**src/hdl/clc_pkg.sv**
```systemverilog
// ============================================================================
// clc_pkg: shared definitions for the code lock controller
// Character codes, result event codes, reset values and the result type.
// ============================================================================
`default_nettype none

package clc_pkg;

	// default code length and reset value of the attempt limit
	localparam int         CODE_LEN_DEF      = 8;
	localparam logic [3:0] ATTEMPT_LIMIT_RST = 4'd3;

	// characters with a meaning of their own
	localparam logic [7:0] CH_UNDERSCORE = 8'h5F;
	localparam logic [7:0] CH_YES_LC     = 8'h79;
	localparam logic [7:0] CH_YES_UC     = 8'h59;
	localparam logic [7:0] CH_NO_LC      = 8'h6E;
	localparam logic [7:0] CH_NO_UC      = 8'h4E;

	// result event codes
	localparam logic [3:0] EV_ADVANCE   = 4'd0;
	localparam logic [3:0] EV_UNLOCKED  = 4'd1;
	localparam logic [3:0] EV_MISMATCH  = 4'd2;
	localparam logic [3:0] EV_LOCKOUT   = 4'd3;
	localparam logic [3:0] EV_NEWCHAR   = 4'd4;
	localparam logic [3:0] EV_PROMPT    = 4'd5;
	localparam logic [3:0] EV_CHANGED   = 4'd6;
	localparam logic [3:0] EV_DISCARDED = 4'd7;
	localparam logic [3:0] EV_IGNORED   = 4'd8;

	// one result item
	typedef struct packed {
		logic [7:0] echo_char;
		logic [3:0] event_res;
		logic [3:0] match_count;
		logic [3:0] fail_count;
	} step_res_t;

	// reset code: "stm" repeated over the code length
	function automatic logic [7:0] reset_code_char(input int idx);
		logic [7:0] ch;
		case (idx % 3)
			0:       ch = 8'h73;
			1:       ch = 8'h74;
			default: ch = 8'h6D;
		endcase
		return ch;
	endfunction

endpackage

`default_nettype wire

```
**src/hdl/clc_char_if.sv**
```systemverilog
// ============================================================================
// clc_char_if: received character channel
// Valid/ready channel that carries one received character per transfer.
// ============================================================================
`default_nettype none

interface clc_char_if;
	logic       valid;
	logic       ready;
	logic [7:0] rx_char;

	modport source (output valid, output rx_char, input ready);
	modport sink   (input valid, input rx_char, output ready);
endinterface

`default_nettype wire

```
**src/hdl/clc_res_if.sv**
```systemverilog
// ============================================================================
// clc_res_if: lock result channel
// Valid/ready channel that carries the echo, event and counters of one step.
// ============================================================================
`default_nettype none

interface clc_res_if;
	logic       valid;
	logic       ready;
	logic [7:0] echo_char;
	logic [3:0] event_res;
	logic [3:0] match_count;
	logic [3:0] fail_count;

	modport source (output valid, output echo_char, output event_res,
		output match_count, output fail_count, input ready);
	modport sink   (input valid, input echo_char, input event_res,
		input match_count, input fail_count, output ready);
endinterface

`default_nettype wire

```
**src/hdl/code_lock_controller.sv**
```systemverilog
// Code lock controller: takes one received character per transfer on
// char_chan and returns one result per character on result_chan (the echoed
// character, an event code and the match and failure counters after the
// step). A character passes an input register and then the lock logic, which
// updates the lock state and fills the result register, so the block takes
// one character per clock while result_chan is not stalled. The user must
// write the attempt limit through cfg_wr_en/cfg_wr_data only while no
// character is in flight; the block itself does not enforce this.
// ============================================================================
// code_lock_controller: character driven code lock, top level
// Input register, lock engine and output register with valid/ready flow.
// ============================================================================
`default_nettype none

module code_lock_controller #(
	parameter int CODE_LEN = clc_pkg::CODE_LEN_DEF
) (
	input  wire logic       clk,
	input  wire logic       arst_n,
	clc_char_if.sink        char_chan,
	clc_res_if.source       result_chan,
	input  wire logic       cfg_wr_en,
	input  wire logic [3:0] cfg_wr_data
);

	logic               in_valid_s1;
	logic [7:0]         rx_char_s1;
	logic               out_valid_s2;
	clc_pkg::step_res_t res_s2;
	clc_pkg::step_res_t step_res;
	logic [3:0]         attempt_limit_q;
	logic               advance;

	// stage 2 can take a new item when empty or being drained
	assign advance         = !out_valid_s2 || result_chan.ready;
	assign char_chan.ready = !in_valid_s1 || advance;

	// attempt limit register
	always_ff @(posedge clk or negedge arst_n) begin
		if (!arst_n) begin
			attempt_limit_q <= clc_pkg::ATTEMPT_LIMIT_RST;
		end else if (cfg_wr_en) begin
			attempt_limit_q <= cfg_wr_data;
		end
	end

	// input register
	always_ff @(posedge clk or negedge arst_n) begin
		if (!arst_n) begin
			in_valid_s1 <= 1'b0;
		end else if (char_chan.ready) begin
			in_valid_s1 <= char_chan.valid;
		end
	end

	always_ff @(posedge clk) begin
		if (char_chan.ready && char_chan.valid) begin
			rx_char_s1 <= char_chan.rx_char;
		end
	end

	// lock logic and state
	clc_engine #(
		.CODE_LEN (CODE_LEN)
	) u_engine (
		.clk           (clk),
		.arst_n        (arst_n),
		.step_en       (in_valid_s1 && advance),
		.rx_char       (rx_char_s1),
		.attempt_limit (attempt_limit_q),
		.res           (step_res)
	);

	// result register
	always_ff @(posedge clk or negedge arst_n) begin
		if (!arst_n) begin
			out_valid_s2 <= 1'b0;
		end else if (advance) begin
			out_valid_s2 <= in_valid_s1;
		end
	end

	always_ff @(posedge clk) begin
		if (advance && in_valid_s1) begin
			res_s2 <= step_res;
		end
	end

	assign result_chan.valid       = out_valid_s2;
	assign result_chan.echo_char   = res_s2.echo_char;
	assign result_chan.event_res   = res_s2.event_res;
	assign result_chan.match_count = res_s2.match_count;
	assign result_chan.fail_count  = res_s2.fail_count;

endmodule

`default_nettype wire

```
**src/hdl/clc_engine.sv**
```systemverilog
// ============================================================================
// clc_engine: lock state and code stores
// Holds mode, positions, failure tally and both code stores, and works out
// the result and next state of one character combinationally.
// ============================================================================
`default_nettype none

module clc_engine #(
	parameter int CODE_LEN = clc_pkg::CODE_LEN_DEF
) (
	input  wire logic               clk,
	input  wire logic               arst_n,
	input  wire logic               step_en,
	input  wire logic [7:0]         rx_char,
	input  wire logic [3:0]         attempt_limit,
	output clc_pkg::step_res_t      res
);

	localparam int IDX_W = (CODE_LEN > 1) ? $clog2(CODE_LEN) : 1;
	localparam int CNT_W = $clog2(CODE_LEN + 1);
	localparam logic [CNT_W-1:0] LEN_C = CNT_W'(CODE_LEN);

	// lock modes
	localparam logic [1:0] MODE_UNLOCK  = 2'd0;
	localparam logic [1:0] MODE_CHANGE  = 2'd1;
	localparam logic [1:0] MODE_CONFIRM = 2'd2;

	logic [1:0]       mode_q, mode_n, mode_eff;
	logic [CNT_W-1:0] match_pos_q, match_pos_n, match_inc;
	logic [CNT_W-1:0] new_pos_q, new_pos_n;
	logic [3:0]       fail_q, fail_n, fail_inc;
	logic [7:0]       stored_q [CODE_LEN];
	logic [7:0]       pending_q [CODE_LEN];
	logic [7:0]       want_char;
	logic             store_en, install_en;
	logic [3:0]       ev;

	// expected character at the current match position
	assign want_char = stored_q[match_pos_q[IDX_W-1:0]];
	assign match_inc = match_pos_q + CNT_W'(1);
	assign fail_inc  = fail_q + 4'd1;

	// one step of the lock
	always_comb begin
		mode_eff    = (rx_char == clc_pkg::CH_UNDERSCORE) ? MODE_CHANGE : mode_q;
		mode_n      = mode_eff;
		match_pos_n = match_pos_q;
		new_pos_n   = new_pos_q;
		fail_n      = fail_q;
		store_en    = 1'b0;
		install_en  = 1'b0;
		ev          = clc_pkg::EV_IGNORED;
		case (mode_eff)
			MODE_UNLOCK: begin
				if (match_pos_q < LEN_C && rx_char == want_char) begin
					if (match_inc >= LEN_C) begin
						match_pos_n = '0;
						new_pos_n   = '0;
						fail_n      = '0;
						mode_n      = MODE_UNLOCK;
						ev          = clc_pkg::EV_UNLOCKED;
					end else begin
						match_pos_n = match_inc;
						ev          = clc_pkg::EV_ADVANCE;
					end
				end else begin
					if (fail_inc >= attempt_limit) begin
						match_pos_n = '0;
						new_pos_n   = '0;
						fail_n      = '0;
						mode_n      = MODE_UNLOCK;
						ev          = clc_pkg::EV_LOCKOUT;
					end else begin
						fail_n = fail_inc;
						ev     = clc_pkg::EV_MISMATCH;
					end
				end
			end
			MODE_CHANGE: begin
				if (rx_char != clc_pkg::CH_UNDERSCORE && new_pos_q < LEN_C) begin
					store_en  = 1'b1;
					new_pos_n = new_pos_q + CNT_W'(1);
					ev        = clc_pkg::EV_NEWCHAR;
				end
				if (new_pos_n >= LEN_C) begin
					mode_n = MODE_CONFIRM;
					ev     = clc_pkg::EV_PROMPT;
				end
			end
			MODE_CONFIRM: begin
				if (rx_char == clc_pkg::CH_YES_LC || rx_char == clc_pkg::CH_YES_UC) begin
					install_en  = 1'b1;
					match_pos_n = '0;
					new_pos_n   = '0;
					fail_n      = '0;
					mode_n      = MODE_UNLOCK;
					ev          = clc_pkg::EV_CHANGED;
				end else if (rx_char == clc_pkg::CH_NO_LC || rx_char == clc_pkg::CH_NO_UC) begin
					match_pos_n = '0;
					new_pos_n   = '0;
					fail_n      = '0;
					mode_n      = MODE_UNLOCK;
					ev          = clc_pkg::EV_DISCARDED;
				end
			end
			default: begin
				ev = clc_pkg::EV_IGNORED;
			end
		endcase
	end

	// result of this step
	assign res.echo_char   = rx_char;
	assign res.event_res   = ev;
	assign res.match_count = 4'(match_pos_n);
	assign res.fail_count  = fail_n;

	// control state
	always_ff @(posedge clk or negedge arst_n) begin
		if (!arst_n) begin
			mode_q      <= MODE_UNLOCK;
			match_pos_q <= '0;
			new_pos_q   <= '0;
			fail_q      <= '0;
		end else if (step_en) begin
			mode_q      <= mode_n;
			match_pos_q <= match_pos_n;
			new_pos_q   <= new_pos_n;
			fail_q      <= fail_n;
		end
	end

	// stored code, loaded from the pending code on confirmation
	for (genvar gi = 0; gi < CODE_LEN; gi++) begin : g_stored
		always_ff @(posedge clk or negedge arst_n) begin
			if (!arst_n) begin
				stored_q[gi] <= clc_pkg::reset_code_char(gi);
			end else if (step_en && install_en) begin
				stored_q[gi] <= pending_q[gi];
			end
		end
	end

	// pending code, one character per step in change mode
	always_ff @(posedge clk) begin
		if (step_en && store_en) begin
			pending_q[new_pos_q[IDX_W-1:0]] <= rx_char;
		end
	end

endmodule

`default_nettype wire

```
**src/flat_wrapper.sv**
```systemverilog
// flat-port wrapper written by rule: the top's interface ports become plain ports
module code_lock_controller_flat 
#(
	parameter int CODE_LEN = clc_pkg::CODE_LEN_DEF
)
  (clk, arst_n, cfg_wr_en, cfg_wr_data, char_chan_valid, char_chan_rx_char, char_chan_ready, result_chan_valid, result_chan_echo_char, result_chan_event_res, result_chan_match_count, result_chan_fail_count, result_chan_ready);
  clc_char_if char_chan_i ();
  clc_res_if result_chan_i ();
  input  wire logic clk;
  input  wire logic arst_n;
  input  wire logic cfg_wr_en;
  input  wire logic [3:0] cfg_wr_data;
  input wire logic [$bits(char_chan_i.valid)-1:0] char_chan_valid;
  input wire logic [$bits(char_chan_i.rx_char)-1:0] char_chan_rx_char;
  output wire logic [$bits(char_chan_i.ready)-1:0] char_chan_ready;
  output wire logic [$bits(result_chan_i.valid)-1:0] result_chan_valid;
  output wire logic [$bits(result_chan_i.echo_char)-1:0] result_chan_echo_char;
  output wire logic [$bits(result_chan_i.event_res)-1:0] result_chan_event_res;
  output wire logic [$bits(result_chan_i.match_count)-1:0] result_chan_match_count;
  output wire logic [$bits(result_chan_i.fail_count)-1:0] result_chan_fail_count;
  input wire logic [$bits(result_chan_i.ready)-1:0] result_chan_ready;
  assign char_chan_i.valid = char_chan_valid;
  assign char_chan_i.rx_char = char_chan_rx_char;
  assign char_chan_ready = char_chan_i.ready;
  assign result_chan_valid = result_chan_i.valid;
  assign result_chan_echo_char = result_chan_i.echo_char;
  assign result_chan_event_res = result_chan_i.event_res;
  assign result_chan_match_count = result_chan_i.match_count;
  assign result_chan_fail_count = result_chan_i.fail_count;
  assign result_chan_i.ready = result_chan_ready;
  code_lock_controller #(.CODE_LEN(CODE_LEN)) u_core (.clk(clk), .arst_n(arst_n), .char_chan(char_chan_i), .result_chan(result_chan_i), .cfg_wr_en(cfg_wr_en), .cfg_wr_data(cfg_wr_data));
endmodule
```
**config.mk**
```make
export PLATFORM = sky130hd
export DESIGN_NAME = code_lock_controller_flat
export DESIGN_NICKNAME = d
export VERILOG_FILES = /design/src/hdl/clc_pkg.sv /design/src/hdl/clc_char_if.sv /design/src/hdl/clc_res_if.sv /design/src/hdl/code_lock_controller.sv /design/src/hdl/clc_engine.sv /design/src/flat_wrapper.sv
export SDC_FILE = /design/constraint.sdc
export NUM_CORES = 1
export LEC_CHECK = 0
export ABC_AREA = 1
export ABC_CLOCK_PERIOD_IN_PS = 4700
export BUFFER_PORTS_ARGS = -buffer_cell sky130_fd_sc_hd__buf_2
export CORE_MARGIN = 8
export CORE_UTILIZATION = 40
export CTS_CLUSTER_SIZE = 14
export DETAILED_ROUTE_END_ITERATION = 10
export PLACE_DENSITY_LB_ADDON = 0.15
export SYNTH_ARGS = -nofsm -noshare
export SYNTH_HDL_FRONTEND = slang
export SYNTH_HIERARCHICAL = 1
export SYNTH_SLANG_ARGS = --single-unit
```
**constraint.sdc**
```tcl
create_clock -name clk -period 4.7 [get_ports clk]
set_clock_uncertainty 0.1 [all_clocks]
set_input_delay 0.705 -clock clk [delete_from_list [all_inputs] [get_ports clk]]
set_output_delay 0.705 -clock clk [all_outputs]
set_load 0.005 [all_outputs]
```
Word level (Yosys, flattened, before mapping). Memories as Yosys holds them, arrays and structs flattened. A register that Yosys moved wholly into a read port is not among the register bits. Index checks and enable logic that the tools add are counted.

Logic and storage cells: 103. Memory bits (writable): 64. Register bits after elaboration: 48. Output and inout bits: 22. Memories: 1.

Memories: u_core.u_engine.pending_q (words 8, bits a word 8, rd ports 8, clocked after memory_dff 8, wr ports 1, RTL line clc_engine.sv:33) `logic [7:0] pending_q [CODE_LEN];`.

Bitwise logic cells: 1. Reductions and logical operators: 23. $lt $le $gt $ge: 6. Equality and inequality tests: 12. Add/subtract/negate cells: 3. Multiplexer cells: 45.

Operator list (count): 4-bit two-way mux (22); 8-bit by 7-bit equality test with 1-bit output, second input constant (5); 8-bit binary-select mux with 3-bit select (1); 4-bit case mux with 3 select lines (2); 8-bit two-way mux (2); 4-bit case mux with 2 select lines (2); 2-bit two-way mux (7); 4-bit by 1-bit adder with 4-bit output, second input constant (3); 4-bit >= comparator, second input constant (3); 1-bit logical NOT (10); 3-bit inequality test, second input constant (3); 8-bit equality test (1); 4-bit < comparator, second input constant (2); 1-bit two-way mux (8); 8-bit by 7-bit inequality test with 1-bit output, second input constant (1); 1-bit logical AND (6); 2-bit case mux with 3 select lines (1); 5-bit AND reduction (1); 4-bit >= comparator (1); 1-bit logical OR (4); 3-bit inverter with 4-bit output (1); 3-bit nonzero test (1); 2-bit by 1-bit equality test with 1-bit output, second input constant (1); 2-bit equality test, second input constant (1); 2-bit logical NOT (1).

Longest topological paths before layout.
Depth in word-level cells: 8. Depth in mapped cells: 18. Depth with buffers taken out: 16.

Cells and area by module. The synthesis kept the hierarchy.

Modules (own cells, without submodules): clc_engine (cells each 717, instances 1, area an instance 6626.4 sq um, seq. area each 3920.0 sq um); code_lock_controller (cells each 56, instances 1, area an instance 1088.5 sq um, seq. area each 993.5 sq um).

Worst setup path before layout. No wires, ideal clock.

Path type: input port to flip-flop. Start point: in result_chan_ready. End point: mem u_core.u_engine.pending_q[2][0] (enable). Stages: 6. Data arrival time: 3.561 ns. Slack: 0.655 ns. Cell sequence: inv_1 a21oi_1 clkinv_1 nor3_1 nand2_1 nor3_1.

Longest elaborated chain between the ends: 5.

Ends and longest elaborated chain: from (decl) (RTL line flat_wrapper.sv:21) `input wire logic [$bits(result_chan_i.ready)-1:0] result_chan_ready;`; 1-bit logical OR (RTL line code_lock_controller.sv:35) `assign advance = !out_valid_s2 || result_chan.ready;`; 1-bit logical AND (RTL line code_lock_controller.sv:68) `.step_en (in_valid_s1 && advance),`; 1-bit logical AND (RTL line clc_engine.sv:146) `if (step_en && store_en) begin`; 1-bit two-way mux (RTL line clc_engine.sv:146); 1-bit two-way mux (not written as such) (RTL line clc_engine.sv:147) `pending_q[new_pos_q[IDX_W-1:0]] <= rx_char;`; to (decl) (RTL line clc_engine.sv:33).

No other way between the ends.

Worst setup path after layout.
Start point: reg u_core.rx_char_s1[6]. End point: mem u_core.u_engine.pending_q[1][1] (enable).

Longest elaborated chain between the ends: 7. Elaborated cells between the ends (all ways): 10. Classes of those cells: eq/ne (3); mux (5); reduce/logical (2).

Ends and longest elaborated chain: from (decl) (RTL line code_lock_controller.sv:27) `logic [7:0] rx_char_s1;`; from (signal assigned) (RTL line code_lock_controller.sv:58) `rx_char_s1 <= char_chan.rx_char;`; 8-bit by 7-bit equality test with 1-bit output / 8-bit by 7-bit inequality test with 1-bit output (equally long branches) (RTL line clc_engine.sv:45, clc_engine.sv:80); 2-bit two-way mux / 1-bit logical AND (equally long branches) (RTL line clc_engine.sv:45, clc_engine.sv:80); 2-bit by 1-bit equality test with 1-bit output / 1-bit two-way mux (equally long branches) (RTL line clc_engine.sv:53, clc_engine.sv:80); 1-bit two-way mux (*) (RTL line clc_engine.sv:53) `case (mode_eff)`; 1-bit logical AND (*) (RTL line clc_engine.sv:146); 1-bit two-way mux (*) (RTL line clc_engine.sv:146); 1-bit two-way mux (not written as such) (*) (RTL line clc_engine.sv:147).

Mark *: on every way between the ends. The rest lies on a longest branch, timed or not.

==> summary.txt <==
Worst setup path
  – CP startpoint kind: flip-flop
  – Worst endpoint required time: 4660 ps
  – CP arrival: about 2900 ps
  – Critical Path Sink Type: flip-flop
  – CP Max Fanout: 12
  – Setup Crit Path Kind: flip-flop to flip-flop

Place
  – DP Area: between 0.008 and 0.009 mm2
  – Gpl congestion: 0.840
  – Dpl ws: 1660 ps
  – IO Port Bufs: 38
  – Detailed Place HPWL: 11500 um

Synthesis
  – Post-synth ARST share: 47.7%
  – Post-synth EDFFs: 92
  – Yosys warns: 6
  – FF+latch count, synth: approximately 180
  – Synth Instances: 773
  – Dominant cell type by area after synthesis: edfxtp_1
  – Syn Area/Cell: 9.98 um2
  – Post-Syn Area: 0.00771 mm2
  – Syn nets: 797
  – Post-synthesis sequential area ratio: 63.7%
  – Top_reg_cell synth: edfxtp_1
  – Share of the synthesized area in the top cell type: 35.8%
  – Synth area leaders: edfxtp_1, dfrtp_1, dfstp_2
  – Post-synthesis cell type count: 35

STA
  – Minimum clock period: 2900 ps
  – Finish-stage setup viols: 0
  – Setup slack after layout: 1800 ps
  – Worst Max-Slew Pin Slew: 894 ps
  – RSZ-0062 raised after global routing: no
  – Fin Setup TNS: 0 ps
  – FMAX: between 300 and 400 MHz
  – Slew Limit Headroom: 40.2%
  – Final-report hold violation count: 0
  – Final period utilization: 61.7%
  – Final Slew Violations: 0

Clocking
  – Worst-path clk slew: 80 ps
  – CTS tree: built
  – Post-CTS Resized: 0
  – CTS sink cnt: between 150 and 200
  – Post-CTS setup buffer count: 0
  – Clock buffer depth: 2
  – Clk Latency, worst-skew pair: around 440 ps
  – H-tree depth: 4
  – Num CTS Buffers: 17
  – CTS root buf: clkbuf_16
  – Cts hold-fix bufs: 0

Worst hold path
  – Hold Crit Class: primary input to asynchronous set/reset pin

Floorplan
  – I/O pins: 39
  – Die Ht: 155 um
  – Starting Density: 40.2%
  – Placeable Area: between 0.015 and 0.02 mm2
  – Die area: 0.0240 mm2
  – Die Wd: 155 um
  – Row cnt: 51

Cells and area
  – Most common cell after layout, fill and taps aside: nand2_1
  – Most frequent cells in the layout: nand2_1, inv_1, edfxtp_1
  – # diodes: 0
  – Layout cell share with drive strength beyond 1: between 10% and 20%
  – Final-layout fill cell count: 1822
  – Nets@finish: between 800 and 900
  – Final Cell Area: 0.00873 mm2
  – Area grow syn2layout: 13.2%

GRT
  – Largest net degree at the start of global routing: 104
  – Global-route wire length before repair: 28600 um
  – Total GRT Usage: 15.4%
  – Global route overflow: 0
  – Most heavily used metal layer in global routing: met2
  – Grt met2 use: 25.0%
  – Number of global-route vias before repair: 5333
  – Met3 global-route usage: under 10%
  – Initial antenna violation count: 0
  – Grt met1 use: 20.7%

Detailed routing
  – 1st-pass router iterations: 6
  – DRC viols: 0
  – DR WL/cell: 16.3 um
  – Routed via count: about 5.3k
  – Post-DRT Antenna Nets: 0
  – Vias per cell: 4.92
  – Drt total wl: 17600 um
  – DR iter-0 viols: 362

Pwr
  – Static Leak: between 3 and 4 nW
  – Power density cells: 432 mW/mm2
  – VDD IR max: ~0.00026 V

Outcome
  – Status: completed

Job
  – Max Cap Viol: 0
[flip-flops by register name, indices dropped and copies added (netlist names)]
signal / flops
u_core/attempt_limit_q: 4
u_core/in_valid_s1: 1
u_core/result_chan.echo_char: 8
u_core/result_chan.event_res: 4
u_core/result_chan.fail_count: 4
u_core/result_chan.match_count: 4
u_core/result_chan.valid: 1
u_core/rx_char_s1: 8
u_core/u_engine/fail_q: 4
u_core/u_engine/match_pos_q: 4
u_core/u_engine/mode_q: 2
u_core/u_engine/new_pos_q: 4
u_core/u_engine/pending_q: 64
u_core/u_engine/stored_q: 64
[critical path, cell delays in order (launching register included)]
cell and delay (ps):
edfxtp_1 650, nand2_1 170, inv_1 80, nand4_1 140, nand2_1 190, nand2_1 130, nor3_1 210, nand2_1 150
nor2_1 690
[synthesized netlist by cell type, types with 3 or more instances]
cell      number
dfrtp_1       45
buf_2         12
dfstp_2       39
nand3_1       65
ha_1           7
nand2_1      236
o21ai_0       68
mux2_2         4
nor2_1        24
xor2_1         4
buf_4         14
clkbuf_1       7
buf_6          3
a21oi_1        9
inv_1         96
nor3_1         5
inv_2          3
o211ai_1       3
nand4_1       13
edfxtp_1      92
nand3_2        6
[where the power goes]
group          internal [mW]  switching, mW  leakage [nW]
Combinational          0.172          0.358          1.81
Sequential              1.78         0.0623          1.75
Clock                  0.717          0.676         0.288
[layout make-up]
type | count | area, um2 | area share, %
multi-input combinational | 461 | 2220 | 25.4
clock buffer | 17 | 425 | 4.87
sequential | 176 | 4910 | 56.3
inverter | 100 | 375 | 4.30
tap | 265 | 332 | 3.80
clock inverter | 15 | 170 | 1.95
timing repair buffer | 50 | 295 | 3.38
[worst paths after layout]
path | cells after the start | start | slack (ps) | endpoint
min in group clk | 1 | char_chan_rx_char[4] | 340 | u_core/rx_char_s1[4]
max in group asynchronous | 2 | arst_n | 3320 | u_core/u_engine/stored_q[45]
max | 8 | u_core/rx_char_s1[6] | 1800 | u_core/u_engine/pending_q[1][1]
min | 1 | arst_n | 220 | u_core/u_engine/stored_q[41]
max reg2reg | 8 | u_core/rx_char_s1[6] | 1800 | u_core/u_engine/pending_q[1][1]
min reg2reg | 2 | u_core/u_engine/pending_q[7][7] | 360 | u_core/u_engine/stored_q[7]
[stage by stage]
step           util (%)  std cells  hold slack (ps)  total power, mW
5_1_grt            45.5       1084              270             3.95
3_3_place_gp       42.4       1052              335             2.39
3_5_place_dp       42.4       1052              344             2.41
4_1_cts            45.5       1084              248             3.80
6_report           45.5       1084              218             3.77
2_1_floorplan         -        773              309             2.23
[per-layer routing]
metal | part of all wire [%] | vias up
li1 | - | 2577
met5 | 0 | -
met1 | 47 | 2636
met3 | 3.6 | 9
met2 | 49 | 116
met4 | 0.77 | 0
[logic make-up after synthesis]
| group | share of synthesized area, % |
|---|---|
| compound gates | 5.69 |
| xor+xnor | 0.568 |
| fa+ha+maj | 1.14 |
| buf+inv | 7.78 |
| flops | 63.7 |
| mux | 0.584 |
| simple gates | 20.5 |
Note: power is estimated with default switching activity, not from simulation.
